<file path="src/rtl/core/rstab_pkg.sv">
// Shared constants, request codes and the cell-to-cell chain type for the
// reservation station table. No dependencies.
`timescale 1ns / 1ps

package rstab_pkg;

  localparam int ENTRIES_DEF   = 8;
  localparam int TAG_BITS_DEF  = 6;
  localparam int DATA_BITS_DEF = 32;

  localparam int OP_BITS   = 3;
  localparam int CFG_BITS  = 4;
  localparam int CYC_BITS  = 8;
  localparam int KIND_BITS = 3;
  localparam int CODE_BITS = 6;

  localparam logic [CFG_BITS-1:0]  CFG_RESET = 4'd8;
  localparam logic [KIND_BITS-1:0] KIND_ALU  = 3'd0;

  typedef enum logic [OP_BITS-1:0] {
    OP_ALLOC  = 3'd0,
    OP_FILL   = 3'd1,
    OP_WAKEUP = 3'd2,
    OP_TICK   = 3'd3,
    OP_FREE   = 3'd4,
    OP_FLUSH  = 3'd5,
    OP_FIND   = 3'd6,
    OP_READ   = 3'd7
  } rstab_op_t;

  typedef struct packed {
    logic taken;
    logic hit;
    logic all_busy;
  } rstab_chain_t;

endpackage

</file>
<file path="src/rtl/core/rstab_cell.sv">
// One table slot: holds an entry and passes the priority and full chain on.
// Depends on rstab_pkg.
`timescale 1ns / 1ps

module rstab_cell
  import rstab_pkg::*;
#(
  parameter int TAG_BITS  = TAG_BITS_DEF,
  parameter int DATA_BITS = DATA_BITS_DEF
) (
  input  logic                 clk,
  input  logic                 rst_n,
  input  logic                 go,
  input  rstab_op_t            op,
  input  logic                 active,
  input  logic                 sel,
  input  logic [TAG_BITS-1:0]  tag,
  input  logic [DATA_BITS-1:0] value,
  input  logic                 src1_wait,
  input  logic [TAG_BITS-1:0]  src1_tag,
  input  logic                 src2_wait,
  input  logic [TAG_BITS-1:0]  src2_tag,
  input  logic [DATA_BITS-1:0] src2_value,
  input  logic [CYC_BITS-1:0]  exec_cycles,
  input  logic [KIND_BITS-1:0] unit_kind,
  input  logic [CODE_BITS-1:0] instr_code,
  input  rstab_chain_t         chain_i,
  output rstab_chain_t         chain_o,
  output logic                 won,
  output logic                 busy_o,
  output logic                 ready_o,
  output logic [TAG_BITS-1:0]  dst_tag_o,
  output logic [CODE_BITS-1:0] instr_code_o,
  output logic [KIND_BITS-1:0] unit_kind_o,
  output logic [DATA_BITS-1:0] src1_value_o,
  output logic [DATA_BITS-1:0] src2_value_o,
  output logic [CYC_BITS-1:0]  cycles_o
);

  logic                 busy_r,  busy_nxt;
  logic [TAG_BITS-1:0]  dest_r,  dest_nxt;
  logic [CODE_BITS-1:0] code_r,  code_nxt;
  logic [KIND_BITS-1:0] kind_r,  kind_nxt;
  logic                 w1_r,    w1_nxt;
  logic [TAG_BITS-1:0]  t1_r,    t1_nxt;
  logic [DATA_BITS-1:0] v1_r,    v1_nxt;
  logic                 w2_r,    w2_nxt;
  logic [TAG_BITS-1:0]  t2_r,    t2_nxt;
  logic [DATA_BITS-1:0] v2_r,    v2_nxt;
  logic [CYC_BITS-1:0]  cyc_r,   cyc_nxt;

  logic live;
  logic free_here;
  logic match;

  assign live      = active && busy_r;
  assign free_here = active && !busy_r;
  assign match     = live && (dest_r == tag);

  assign won = ((op == OP_ALLOC) && free_here && !chain_i.taken) ||
               ((op == OP_FIND) && match && !chain_i.hit);

  always_comb begin
    busy_nxt = busy_r;
    dest_nxt = dest_r;
    code_nxt = code_r;
    kind_nxt = kind_r;
    w1_nxt   = w1_r;
    t1_nxt   = t1_r;
    v1_nxt   = v1_r;
    w2_nxt   = w2_r;
    t2_nxt   = t2_r;
    v2_nxt   = v2_r;
    cyc_nxt  = cyc_r;
    if (go) begin
      case (op)
        OP_ALLOC: begin
          if (free_here && !chain_i.taken) begin
            busy_nxt = 1'b1;
            dest_nxt = tag;
            code_nxt = '0;
            kind_nxt = '0;
            w1_nxt   = 1'b0;
            t1_nxt   = '0;
            v1_nxt   = '0;
            w2_nxt   = 1'b0;
            t2_nxt   = '0;
            v2_nxt   = '0;
            cyc_nxt  = '0;
          end
        end
        OP_FILL: begin
          if (sel && live) begin
            w1_nxt   = src1_wait;
            t1_nxt   = src1_wait ? src1_tag : '0;
            v1_nxt   = src1_wait ? '0 : value;
            w2_nxt   = src2_wait;
            t2_nxt   = src2_wait ? src2_tag : '0;
            v2_nxt   = src2_wait ? '0 : src2_value;
            cyc_nxt  = exec_cycles;
            kind_nxt = unit_kind;
            code_nxt = instr_code;
          end
        end
        OP_WAKEUP: begin
          if (live && w1_r && (t1_r == tag)) begin
            v1_nxt = value;
            w1_nxt = 1'b0;
            t1_nxt = '0;
          end
          if (live && w2_r && (t2_r == tag)) begin
            v2_nxt = value;
            w2_nxt = 1'b0;
            t2_nxt = '0;
          end
        end
        OP_TICK: begin
          if (live && (kind_r == KIND_ALU) && (cyc_r != '0)) begin
            cyc_nxt = cyc_r - 1'b1;
          end
        end
        OP_FREE, OP_FLUSH: begin
          if ((op == OP_FREE && sel && active) || (op == OP_FLUSH && live && dest_r > tag)) begin
            busy_nxt = 1'b0;
            dest_nxt = '0;
            code_nxt = '0;
            kind_nxt = '0;
            w1_nxt   = 1'b0;
            t1_nxt   = '0;
            v1_nxt   = '0;
            w2_nxt   = 1'b0;
            t2_nxt   = '0;
            v2_nxt   = '0;
            cyc_nxt  = '0;
          end
        end
        default: begin
        end
      endcase
    end
  end

  always_ff @(posedge clk) begin
    if (!rst_n) begin
      busy_r <= 1'b0;
      dest_r <= '0;
      code_r <= '0;
      kind_r <= '0;
      w1_r   <= 1'b0;
      t1_r   <= '0;
      v1_r   <= '0;
      w2_r   <= 1'b0;
      t2_r   <= '0;
      v2_r   <= '0;
      cyc_r  <= '0;
    end else begin
      busy_r <= busy_nxt;
      dest_r <= dest_nxt;
      code_r <= code_nxt;
      kind_r <= kind_nxt;
      w1_r   <= w1_nxt;
      t1_r   <= t1_nxt;
      v1_r   <= v1_nxt;
      w2_r   <= w2_nxt;
      t2_r   <= t2_nxt;
      v2_r   <= v2_nxt;
      cyc_r  <= cyc_nxt;
    end
  end

  // pass priority and occupancy up the row
  assign chain_o.taken    = chain_i.taken || free_here;
  assign chain_o.hit      = chain_i.hit || match;
  assign chain_o.all_busy = chain_i.all_busy && (!active || busy_nxt);

  assign busy_o       = busy_r;
  assign ready_o      = busy_r && !w1_r && !w2_r;
  assign dst_tag_o    = dest_r;
  assign instr_code_o = code_r;
  assign unit_kind_o  = kind_r;
  assign src1_value_o = v1_r;
  assign src2_value_o = v2_r;
  assign cycles_o     = cyc_r;

endmodule

</file>
<file path="src/rtl/core/reservation_station_table.sv">
// Top level of the reservation station table: a row of rstab_cell slots,
// the slot-count register and the registered result port. Depends on rstab_pkg.
//
//   channel   ports                     handshake
//   request   start/busy, in_*          taken when start && !busy
//   result    out_valid, out_*          one-cycle strobe, no back-pressure
//   config    cfg_valid/cfg_ready, cfg_data  written when cfg_valid && cfg_ready
//
// For every request, all slots act on it in parallel, the priority
// and full chain ripples through the row of cells, and the result appears on
// the cycle after acceptance. busy stays low, so a request may come every cycle.
// Synchronous reset clears every slot and sets the slot count to 8.
// The receiver cannot stall; each result is shown for exactly one cycle.
`timescale 1ns / 1ps

module reservation_station_table
  import rstab_pkg::*;
#(
  parameter int ENTRIES   = ENTRIES_DEF,
  parameter int TAG_BITS  = TAG_BITS_DEF,
  parameter int DATA_BITS = DATA_BITS_DEF,
  localparam int SLOT_W   = (ENTRIES > 1) ? $clog2(ENTRIES) : 1
) (
  input  logic                 clk,
  input  logic                 rst_n,
  input  logic                 start,
  output logic                 busy,
  input  logic [OP_BITS-1:0]   in_op,
  input  logic [SLOT_W-1:0]    in_slot_index,
  input  logic [TAG_BITS-1:0]  in_tag,
  input  logic [DATA_BITS-1:0] in_value,
  input  logic                 in_src1_wait,
  input  logic [TAG_BITS-1:0]  in_src1_tag,
  input  logic                 in_src2_wait,
  input  logic [TAG_BITS-1:0]  in_src2_tag,
  input  logic [DATA_BITS-1:0] in_src2_value,
  input  logic [CYC_BITS-1:0]  in_exec_cycles,
  input  logic [KIND_BITS-1:0] in_unit_kind,
  input  logic [CODE_BITS-1:0] in_instr_code,
  output logic                 out_valid,
  output logic                 out_ok,
  output logic [SLOT_W-1:0]    out_slot,
  output logic                 out_full_res,
  output logic                 out_busy_res,
  output logic                 out_ready_res,
  output logic [TAG_BITS-1:0]  out_dst_tag_out,
  output logic [CODE_BITS-1:0] out_instr_code_out,
  output logic [KIND_BITS-1:0] out_unit_kind_out,
  output logic [DATA_BITS-1:0] out_src1_value_out,
  output logic [DATA_BITS-1:0] out_src2_value_out,
  output logic [CYC_BITS-1:0]  out_cycles_left,
  input  logic                 cfg_valid,
  output logic                 cfg_ready,
  input  logic [CFG_BITS-1:0]  cfg_data
);

  logic [CFG_BITS-1:0] cfg_r;
  logic                go;
  rstab_op_t           op;

  rstab_chain_t        chain [ENTRIES+1];
  logic [ENTRIES-1:0]  act;
  logic [ENTRIES-1:0]  sel;
  logic [ENTRIES-1:0]  won;
  logic [ENTRIES-1:0]  v_busy;
  logic [ENTRIES-1:0]  v_ready;
  logic [TAG_BITS-1:0]  v_dest [ENTRIES];
  logic [CODE_BITS-1:0] v_code [ENTRIES];
  logic [KIND_BITS-1:0] v_kind [ENTRIES];
  logic [DATA_BITS-1:0] v_src1 [ENTRIES];
  logic [DATA_BITS-1:0] v_src2 [ENTRIES];
  logic [CYC_BITS-1:0]  v_cyc  [ENTRIES];

  logic                 ok_nxt;
  logic [SLOT_W-1:0]    slot_nxt;
  logic                 rd_busy, rd_ready;
  logic [TAG_BITS-1:0]  rd_dest;
  logic [CODE_BITS-1:0] rd_code;
  logic [KIND_BITS-1:0] rd_kind;
  logic [DATA_BITS-1:0] rd_src1, rd_src2;
  logic [CYC_BITS-1:0]  rd_cyc;
  logic [SLOT_W-1:0]    win_slot;
  logic                 idx_ok;
  logic                 idx_busy;

  logic                 out_valid_r;
  logic                 ok_r;
  logic [SLOT_W-1:0]    slot_r;
  logic                 full_r;
  logic                 rbusy_r, rready_r;
  logic [TAG_BITS-1:0]  rdest_r;
  logic [CODE_BITS-1:0] rcode_r;
  logic [KIND_BITS-1:0] rkind_r;
  logic [DATA_BITS-1:0] rsrc1_r, rsrc2_r;
  logic [CYC_BITS-1:0]  rcyc_r;

  assign busy      = 1'b0;
  assign cfg_ready = 1'b1;
  assign go        = start && !busy;
  assign op        = rstab_op_t'(in_op);

  always_ff @(posedge clk) begin
    if (!rst_n) begin
      cfg_r <= CFG_RESET;
    end else if (cfg_valid && cfg_ready) begin
      cfg_r <= cfg_data;
    end
  end

  assign chain[0].taken    = 1'b0;
  assign chain[0].hit      = 1'b0;
  assign chain[0].all_busy = 1'b1;

  for (genvar i = 0; i < ENTRIES; i++) begin : g_cell
    assign act[i] = (i == 0) || (32'(cfg_r) > i);
    assign sel[i] = (32'(in_slot_index) == i);

    rstab_cell #(
      .TAG_BITS  (TAG_BITS),
      .DATA_BITS (DATA_BITS)
    ) u_cell (
      .clk          (clk),
      .rst_n        (rst_n),
      .go           (go),
      .op           (op),
      .active       (act[i]),
      .sel          (sel[i]),
      .tag          (in_tag),
      .value        (in_value),
      .src1_wait    (in_src1_wait),
      .src1_tag     (in_src1_tag),
      .src2_wait    (in_src2_wait),
      .src2_tag     (in_src2_tag),
      .src2_value   (in_src2_value),
      .exec_cycles  (in_exec_cycles),
      .unit_kind    (in_unit_kind),
      .instr_code   (in_instr_code),
      .chain_i      (chain[i]),
      .chain_o      (chain[i+1]),
      .won          (won[i]),
      .busy_o       (v_busy[i]),
      .ready_o      (v_ready[i]),
      .dst_tag_o    (v_dest[i]),
      .instr_code_o (v_code[i]),
      .unit_kind_o  (v_kind[i]),
      .src1_value_o (v_src1[i]),
      .src2_value_o (v_src2[i]),
      .cycles_o     (v_cyc[i])
    );
  end

  // gather the addressed slot and the winning slot
  always_comb begin
    idx_ok   = 1'b0;
    idx_busy = 1'b0;
    rd_busy  = 1'b0;
    rd_ready = 1'b0;
    rd_dest  = '0;
    rd_code  = '0;
    rd_kind  = '0;
    rd_src1  = '0;
    rd_src2  = '0;
    rd_cyc   = '0;
    win_slot = '0;
    for (int i = 0; i < ENTRIES; i++) begin
      if (sel[i] && act[i]) begin
        idx_ok   = 1'b1;
        idx_busy = v_busy[i];
        rd_busy  = v_busy[i];
        rd_ready = v_ready[i];
        rd_dest  = v_dest[i];
        rd_code  = v_code[i];
        rd_kind  = v_kind[i];
        rd_src1  = v_src1[i];
        rd_src2  = v_src2[i];
        rd_cyc   = v_cyc[i];
      end
      if (won[i]) begin
        win_slot = SLOT_W'(i);
      end
    end
  end

  always_comb begin
    ok_nxt   = 1'b0;
    slot_nxt = '0;
    case (op)
      OP_ALLOC: begin
        ok_nxt   = chain[ENTRIES].taken;
        slot_nxt = win_slot;
      end
      OP_FIND: begin
        ok_nxt   = chain[ENTRIES].hit;
        slot_nxt = win_slot;
      end
      OP_FILL: begin
        ok_nxt   = idx_ok && idx_busy;
        slot_nxt = in_slot_index;
      end
      OP_FREE, OP_READ: begin
        ok_nxt   = idx_ok;
        slot_nxt = in_slot_index;
      end
      default: begin
      end
    endcase
  end

  always_ff @(posedge clk) begin
    if (!rst_n) begin
      out_valid_r <= 1'b0;
    end else begin
      out_valid_r <= go;
    end
  end

  always_ff @(posedge clk) begin
    if (go) begin
      ok_r     <= ok_nxt;
      slot_r   <= slot_nxt;
      full_r   <= chain[ENTRIES].all_busy;
      rbusy_r  <= (op == OP_READ) && rd_busy;
      rready_r <= (op == OP_READ) && rd_ready;
      rdest_r  <= (op == OP_READ) ? rd_dest : '0;
      rcode_r  <= (op == OP_READ) ? rd_code : '0;
      rkind_r  <= (op == OP_READ) ? rd_kind : '0;
      rsrc1_r  <= (op == OP_READ) ? rd_src1 : '0;
      rsrc2_r  <= (op == OP_READ) ? rd_src2 : '0;
      rcyc_r   <= (op == OP_READ) ? rd_cyc  : '0;
    end
  end

  assign out_valid          = out_valid_r;
  assign out_ok             = ok_r;
  assign out_slot           = slot_r;
  assign out_full_res       = full_r;
  assign out_busy_res       = rbusy_r;
  assign out_ready_res      = rready_r;
  assign out_dst_tag_out    = rdest_r;
  assign out_instr_code_out = rcode_r;
  assign out_unit_kind_out  = rkind_r;
  assign out_src1_value_out = rsrc1_r;
  assign out_src2_value_out = rsrc2_r;
  assign out_cycles_left    = rcyc_r;

  a_one_winner: assert property (@(posedge clk) disable iff (!rst_n)
    $onehot0(won))
    else $error("more than one slot claimed a request");

  a_result_follows: assert property (@(posedge clk) disable iff (!rst_n)
    go |=> out_valid_r)
    else $error("accepted request produced no result");

  a_alloc_busy: assert property (@(posedge clk) disable iff (!rst_n)
    (go && op == OP_ALLOC && chain[ENTRIES].taken) |=> v_busy[slot_r])
    else $error("allocated slot not marked busy");

  a_full_slot0: assert property (@(posedge clk) disable iff (!rst_n)
    (out_valid_r && full_r) |-> v_busy[0])
    else $error("full reported with slot 0 free");

endmodule
</file>
<file path="config.mk">
export PLATFORM = sky130hd
export DESIGN_NAME = reservation_station_table
export DESIGN_NICKNAME = d
export VERILOG_FILES = /design/src/rtl/core/rstab_pkg.sv /design/src/rtl/core/rstab_cell.sv /design/src/rtl/core/reservation_station_table.sv
export SDC_FILE = /design/constraint.sdc
export NUM_CORES = 2
export LEC_CHECK = 0
export BUFFER_PORTS_ARGS = -buffer_cell sky130_fd_sc_hd__buf_2
export CORE_MARGIN = 5
export CORE_UTILIZATION = 56
export DETAILED_ROUTE_END_ITERATION = 8
export MAX_ROUTING_LAYER = met4
export PLACE_DENSITY = 0.79
export SYNTH_ARGS = -nofsm -noshare
export SYNTH_HDL_FRONTEND = slang
export SYNTH_SLANG_ARGS = --single-unit
</file>
<file path="constraint.sdc">
create_clock -name clk -period 3.9 [get_ports clk]
set_clock_uncertainty 0.15 [all_clocks]
set_input_delay 0.585 -clock clk [delete_from_list [all_inputs] [get_ports clk]]
set_output_delay 0.585 -clock clk [all_outputs]
set_load 0.01 [all_outputs]
</file>
Word level (Yosys, flattened, before mapping)
Index checks and enable logic that the tools add are counted.

Add/subtract/negate cells: 8. Magnitude comparators: 15. Equal/unequal tests: 86. Mux-type cells: 412. Reduce and logical (&&, ||, !) cells: 323.

Operator list (count): $mux W32 (66); $pmux W32 S4 (16); $mux W6 (82); $pmux W6 S4 (16); $mux W8 (40); $pmux W8 S4 (8); $logic_and A1 B1 Y1 (177); $eq A6 B6 Y1 (24); $pmux W6 S3 (8); $reduce_and A6 Y1 (24); $mux W3 (38); $mux W1 (96); $pmux W6 S2 (8); $ne A2 B1 Y1 const B (47); $pmux W3 S3 (8); $pmux W1 S4 (17); $reduce_bool A8 Y1 (8); $sub A8 B1 Y8 const B (8); $gt A6 B6 Y1 (8); $logic_not A1 Y1 (44); $reduce_and A5 Y1 (8); $logic_or A1 B1 Y1 (36); $reduce_and A4 Y1 (8); $logic_not A3 Y1 (10); 14 further kinds (39).

Register bits after elaboration: 915. Bits of input ports: 115. Output and inout bits: 97. Logic and storage cells: 945.

Longest topological paths before layout
Depth in word-level cells: 16. Gate-level depth with buffers: 14. Mapped depth without buffers: 9.

By module
Synthesis repeated with hierarchy kept, for this count alone.

Cell total of the unflattened synthesis: 5585. Area, all modules: 48338.9 um2.

Modules (own cells, without submodules): rstab_cell at g_cell[2].u_cell ... (times used 4, cells each 602, area an instance 5173.7 um2, sequential area each 2042.0 um2); reservation_station_table (times used 1, cells each 818, area an instance 7454.6 um2, sequential area each 2922.8 um2); rstab_cell at g_cell[1].u_cell (times used 1, cells each 601, area an instance 5172.5 um2, sequential area each 2042.0 um2); rstab_cell at g_cell[7].u_cell (times used 1, cells each 601, area an instance 5159.9 um2, sequential area each 2042.0 um2); rstab_cell at g_cell[0].u_cell (times used 1, cells each 581, area an instance 5046.1 um2, sequential area each 2042.0 um2); rstab_cell at g_cell[5].u_cell (times used 1, cells each 576, area an instance 4810.9 um2, sequential area each 2042.0 um2).

Worst setup path before layout
Ideal clock, no wire load.

Path type: input -> register. From: input in_tag[5]. To: register g_cell[3].u_cell.w2_r. Library setup time: 0.127 ns. Arrival time: 3.497 ns. Required time: 3.623 ns. Slack: 0.126 ns. Stages on the path: 14. Path buffers: 5. Cell sequence: buf_2 -> buf_1 -> inv_1 -> ha_1 -> and3_1 -> a221oi_1 -> o21ai_0 -> a41o_1 -> o2111a_1 -> and2_1 -> clkbuf_1 -> buf_2 -> buf_4 -> mux2i_1.

Longest elaborated chain between the ends: 5. Elaborated cells between the ends (all ways): 8. Those cells by class: 1 x order compare; 3 x eq/ne; 4 x reduce/logical.

Ends and longest elaborated chain: start: declaration (line reservation_station_table.sv:30) `input logic [TAG_BITS-1:0] in_tag,`; $gt A6 B6 Y1 (line rstab_cell.sv:123) `if ((op == OP_FREE && sel && active) || (op == OP_FLUSH && live && dest_r > tag)) begin`; $logic_and A1 B1 Y1 (line rstab_cell.sv:123); $logic_or A1 B1 Y1 (line rstab_cell.sv:123); $ne A2 B1 Y1 (no line); $reduce_and A6 Y1 (no line) *; end signal: assignment (line rstab_cell.sv:164) `w2_r <= w2_nxt;`; end: declaration (line rstab_cell.sv:47) `logic w2_r, w2_nxt;`.

Mark *: on every way between the ends. The rest lies on a longest branch, timed or not. A chain may end at the register's enable or synchronous reset.

Worst setup path in the final report
From: register cfg_r[2]. To: register g_cell[5].u_cell.cyc_r[7].

Longest elaborated chain between the ends: 10. Elaborated cells between the ends (all ways): 29. Those cells by class: 5 x order compare; 4 x eq/ne; 20 x reduce/logical.

Ends and longest elaborated chain: start: declaration (line reservation_station_table.sv:57) `logic [CFG_BITS-1:0] cfg_r;`; start signal: assignment (line reservation_station_table.sv:106) `cfg_r <= cfg_data;`; $gt A4 B1 Y1 (line reservation_station_table.sv:115) `assign act[i] = (i == 0) || (32'(cfg_r) > i);`; $logic_and A1 B1 Y1 (line rstab_cell.sv:57) `assign free_here = active && !busy_r;`; $logic_or A1 B1 Y1 (4 in series) (line rstab_cell.sv:172) `assign chain_o.taken = chain_i.taken || free_here;`; $logic_not A1 Y1 (line rstab_cell.sv:78) `if (free_here && !chain_i.taken) begin`; $logic_and A1 B1 Y1 (line rstab_cell.sv:78); $ne A2 B1 Y1 (no line); $reduce_and A6 Y1 (no line) *; end signal: assignment (line rstab_cell.sv:167) `cyc_r <= cyc_nxt;`; end: declaration (line rstab_cell.sv:50) `logic [CYC_BITS-1:0] cyc_r, cyc_nxt;`.

Marks and branches as above.

==> flow_results.xml <==
<?xml version="1.0" encoding="UTF-8"?>
<metrics>
  <group name="synth">
    <metric name="number_of_flops_mapped_to_enable_cells_by_yosys" unit="">94</metric>
    <metric name="synth.net_count" unit="">4663</metric>
    <metric name="synth.area.mux_share" unit="%">12.4</metric>
    <metric name="ys_seq_elements" unit="">915</metric>
    <metric name="yosys_warnings" unit="">0</metric>
    <metric name="synth.cell_area" unit="sq um">41100</metric>
    <metric name="synth_top_family_by_area" unit="">simple AND/OR/NAND/NOR gates</metric>
    <metric name="synthesis.instances" unit="">4487</metric>
    <metric name="seq_area_frac_synth" unit="%">46.8</metric>
    <metric name="synth_compound_area_share" unit="%">16.0</metric>
    <metric name="synth_xor_area_share" unit="%">2.04</metric>
    <metric name="ys_async_sr_fraction" unit="%">0</metric>
    <metric name="synth.distinct_cells" unit="">86</metric>
    <metric name="simple_logic_cell_fraction_of_the_synthesized_area" unit="%">16.4</metric>
    <metric name="top_reg_cell_synth" unit="">sky130_fd_sc_hd__dfxtp_1</metric>
    <metric name="syn-mean-instance-area" unit="sq um">9.16</metric>
    <metric name="post_synth_fa_ha_maj_area_fraction" unit="%">1.86</metric>
  </group>
  <group name="detailed_routing">
    <metric name="via_count" unit="">36200</metric>
    <metric name="drtIter0Drc" unit="">5099</metric>
    <metric name="wl_per_cell" unit="um">23.9</metric>
    <metric name="drt_drc" unit="">0</metric>
    <metric name="antenna_left" unit="">0</metric>
    <metric name="finalWirelength" unit="um">133000</metric>
    <metric name="drt-vias-per-instance" unit="">6.48</metric>
    <metric name="drt_pass1_iterations" unit="">8</metric>
  </group>
  <group name="timing">
    <metric name="worst_slew_margin_rel" unit="%">34.1</metric>
    <metric name="fin_crit" unit="ps">3460</metric>
    <metric name="fmax" unit="MHz">289</metric>
    <metric name="rsz0062_at_grt" unit="">false</metric>
    <metric name="post-route-period-util" unit="%">88.7</metric>
    <metric name="fin_setup_tns" unit="ps">0</metric>
    <metric name="finalMaxSlewViolations" unit="">0</metric>
    <metric name="timing.final.hold_violations" unit="">0</metric>
    <metric name="worst_slew_pin_slew" unit="ps">989</metric>
    <metric name="timing.final.setup_violations" unit="">0</metric>
  </group>
  <group name="final_layout">
    <metric name="design.final.nets" unit="">4719</metric>
    <metric name="areaGrowthSynthToFinish" unit="%">13.5</metric>
    <metric name="final_layout_size_suffix_gt1_share" unit="%">11.8</metric>
    <metric name="final_common_cell" unit="">sky130_fd_sc_hd__dfxtp_1</metric>
    <metric name="layout.cells.most_common_list" unit="">sky130_fd_sc_hd__dfxtp_1 (821), sky130_fd_sc_hd__nand2_1 (529), sky130_fd_sc_hd__mux2i_1 (508)</metric>
    <metric name="filler_cell_count" unit="">5919</metric>
  </group>
  <group name="clock_tree">
    <metric name="root_buffer" unit="">sky130_fd_sc_hd__clkbuf_16</metric>
    <metric name="cts.reportedPaths.clkPinSlew" unit="ps">60</metric>
    <metric name="num_clock_sinks" unit="">915</metric>
    <metric name="tritoncts" unit="">built</metric>
    <metric name="post-cts-setup-buffer-count" unit="">0</metric>
    <metric name="numCtsBuffers" unit="">96</metric>
    <metric name="cts_resized" unit="">0</metric>
    <metric name="worstSkewPairLatency" unit="ps">670</metric>
    <metric name="max-clock-path-buffers" unit="">3</metric>
    <metric name="clock_tree.htree_level_count" unit="">3</metric>
  </group>
  <group name="power">
    <metric name="netSwitchingPower" unit="W">0.00540</metric>
    <metric name="switching_share" unit="%">25.7</metric>
    <metric name="leakagePower" unit="nW">17.2</metric>
    <metric name="finalPower" unit="W">0.0210</metric>
    <metric name="irDropWorstVdd" unit="mV">0.385</metric>
    <metric name="power.sequential.fraction" unit="%">46.4</metric>
    <metric name="cell_internal_pwr" unit="W">0.0156</metric>
    <metric name="cellPowerDensity" unit="nW/um^2">450</metric>
    <metric name="power_share_of_the_clock_group" unit="%">44.3</metric>
    <metric name="combPwrFrac" unit="%">9.3</metric>
  </group>
  <group name="setup_path">
    <metric name="worst_setup_path_end_kind" unit="">register</metric>
    <metric name="timing.critical_path.slowest_stage_cell" unit="">sky130_fd_sc_hd__dfxtp_1</metric>
    <metric name="cp_data_arrival_time" unit="ps">3840</metric>
    <metric name="critPathRequiredTime" unit="ps">4280</metric>
    <metric name="timing.setup.critical_path_class" unit="">reg2reg</metric>
    <metric name="worst-path-max-fanout" unit="">15</metric>
    <metric name="cp_slowest_stage_delay" unit="ps">670</metric>
    <metric name="setup_crit_start_kind" unit="">register</metric>
    <metric name="cell_chain_critical_path" unit="">buf_4 -&gt; a21o_1 -&gt; and2_0 -&gt; nand3_1 -&gt; a31oi_1 -&gt; o22ai_1 -&gt; buf_4 -&gt; o211ai_1 -&gt; o31ai_1</metric>
    <metric name="crit_top_cell" unit="">sky130_fd_sc_hd__buf_4</metric>
  </group>
  <group name="floorplanning">
    <metric name="initial_utilization" unit="%">56.5</metric>
    <metric name="design.die.area" unit="sq um">78900</metric>
    <metric name="ioPinCount" unit="">212</metric>
    <metric name="core.rowCount" unit="">99</metric>
    <metric name="die_width" unit="um">281</metric>
    <metric name="floorplan.core_area" unit="sq um">72800</metric>
    <metric name="height_of_the_chip" unit="um">281</metric>
  </group>
  <group name="placement">
    <metric name="detailedPlacementHpwl" unit="um">85100</metric>
    <metric name="gp_congestion" unit="">1.02</metric>
    <metric name="io_buffers" unit="">209</metric>
  </group>
  <group name="grt">
    <metric name="first_global_vias" unit="">34700</metric>
    <metric name="antenna_violations_before_repair" unit="">4</metric>
    <metric name="grtUsageTotal" unit="%">33.4</metric>
    <metric name="grt_overflow" unit="">0</metric>
    <metric name="grt_max_degree" unit="">132</metric>
    <metric name="global_route_wire_length_before_repair" unit="um">203000</metric>
  </group>
  <group name="status">
    <metric name="run_status" unit="">finished clean</metric>
  </group>
  <group name="job">
    <metric name="max_cap_violations" unit="">0</metric>
  </group>
  <group name="hold_path">
    <metric name="hold_path_class" unit="">in2reg</metric>
  </group>
</metrics>
==> power by group through the flow <==
stage	clock network [W]	logic, W	registers, W
finish	0.00930	0.00196	0.00976
global route	0.00980	0.00204	0.00977
CTS	0.00937	0.00191	0.00976
detailed placement	0	0.00189	0.00996
global placement	0	0.00187	0.00996
floorplan	0	0.00115	0.00995
==> through the flow <==
step	hold slack, ps	instances	cell area [sq um]	setup slack, ps	util, %
global placement	291	5400	43400	21.5	59.6
detailed placement	296	5400	43400	81.2	59.6
finish	59.8	5583	46700	442	64.1
floorplan	283	4487	41100	126	-
global route	49.7	5581	46700	307	64.1
CTS	34.0	5579	46700	565	64.1
==> path summary, 6_finish.rpt <==
check,start,to,slack [ps],cells past startpoint
worst max-delay path,cfg_r[2],g_cell[5].u_cell.cycles_o[7],440,9
worst min-delay path,in_value[25],g_cell[2].u_cell.src1_value_o[25],60,3
worst max register to register,cfg_r[2],g_cell[5].u_cell.cycles_o[7],440,9
worst min register to register,g_cell[6].u_cell.src1_value_o[12],g_cell[6].u_cell.src1_value_o[12],310,2
==> kinds of logic after synthesis <==
group / count (synthesis)
other: 2
muxes: 508
and+or+nand+nor: 1486
DFF: 915
xor gates and xnor gates: 96
adders and majority gates: 61
buffers and inverters: 434
AOI/OAI and AO/OA: 985
==> repair_timing <==
action,CTS,global route
hold buffers,4,0
endpoints found under the hold margin,4,0
setup endpoints to repair,0,0
==> registers in the layout, indices dropped and copies added, names as in the netlist, 48 cells and up <==
signal / flops
g_cell.u_cell.dst_tag_o: 48
g_cell.u_cell.t2_r: 48
g_cell.u_cell.src1_value_o: 256
g_cell.u_cell.cycles_o: 64
g_cell.u_cell.t1_r: 48
g_cell.u_cell.src2_value_o: 256
g_cell.u_cell.instr_code_o: 48
==> area by class of cell <==
type / instances / area [sq um] / area share [%]
multi-input cells: 3138 / 20200 / 43.3
flip-flops and latches: 915 / 19300 / 41.3
clock buffers: 142 / 2840 / 6.09
repair buffers: 344 / 2590 / 5.56
well taps: 959 / 1200 / 2.57
clock inverters: 33 / 372 / 0.796
inverters: 48 / 188 / 0.402
diodes: 4 / 10.0 / 0.0215
==> routing by layer <==
metal | GRT usage, % | part of all wire, % | vias up
met5 | - | 0 | -
met4 | 18.3 | 6.2 | 0
met3 | 5.80 | 9.9 | 402
met2 | 50.8 | 45 | 2027
met1 | 42.5 | 39 | 17400
li1 | - | - | 16300
==> synth_stat cells, types with 19 or more instances <==
cell | n | area share, %
sky130_fd_sc_hd__inv_1 | 47 | 0.43
sky130_fd_sc_hd__nor4_1 | 27 | 0.41
sky130_fd_sc_hd__a22oi_1 | 170 | 3.1
sky130_fd_sc_hd__a21oi_1 | 219 | 2.7
sky130_fd_sc_hd__ha_1 | 61 | 1.9
sky130_fd_sc_hd__a21o_1 | 24 | 0.44
sky130_fd_sc_hd__dfxtp_1 | 821 | 40
sky130_fd_sc_hd__nand4_1 | 34 | 0.52
sky130_fd_sc_hd__clkbuf_1 | 255 | 2.3
sky130_fd_sc_hd__a31oi_1 | 21 | 0.32
sky130_fd_sc_hd__nor3_1 | 42 | 0.51
sky130_fd_sc_hd__edfxtp_1 | 94 | 6.9
sky130_fd_sc_hd__a222oi_1 | 89 | 2.2
sky130_fd_sc_hd__mux2i_1 | 508 | 12
sky130_fd_sc_hd__buf_2 | 68 | 0.83
sky130_fd_sc_hd__nand3_1 | 382 | 4.6
sky130_fd_sc_hd__xnor2_1 | 75 | 1.6
sky130_fd_sc_hd__o21ai_0 | 230 | 2.8
sky130_fd_sc_hd__xor2_1 | 21 | 0.45
sky130_fd_sc_hd__buf_1 | 38 | 0.35
sky130_fd_sc_hd__a211oi_1 | 19 | 0.35
sky130_fd_sc_hd__o21ai_1 | 48 | 0.58
sky130_fd_sc_hd__nand2_1 | 530 | 4.8
sky130_fd_sc_hd__nor2_1 | 301 | 2.7
sky130_fd_sc_hd__a22o_1 | 40 | 0.85
sky130_fd_sc_hd__nand2b_1 | 79 | 1.2
==> worst max-delay path, delay by kind of cell (launching register included) <==
kind                   cells  cell delay (ps)
AO/OA/AOI/OAI              5             1120
buffers and inverters      2              470
flip-flops                 1              670
AND/OR/NAND/NOR            2              910
Note: power is estimated with default switching activity, not from simulation.
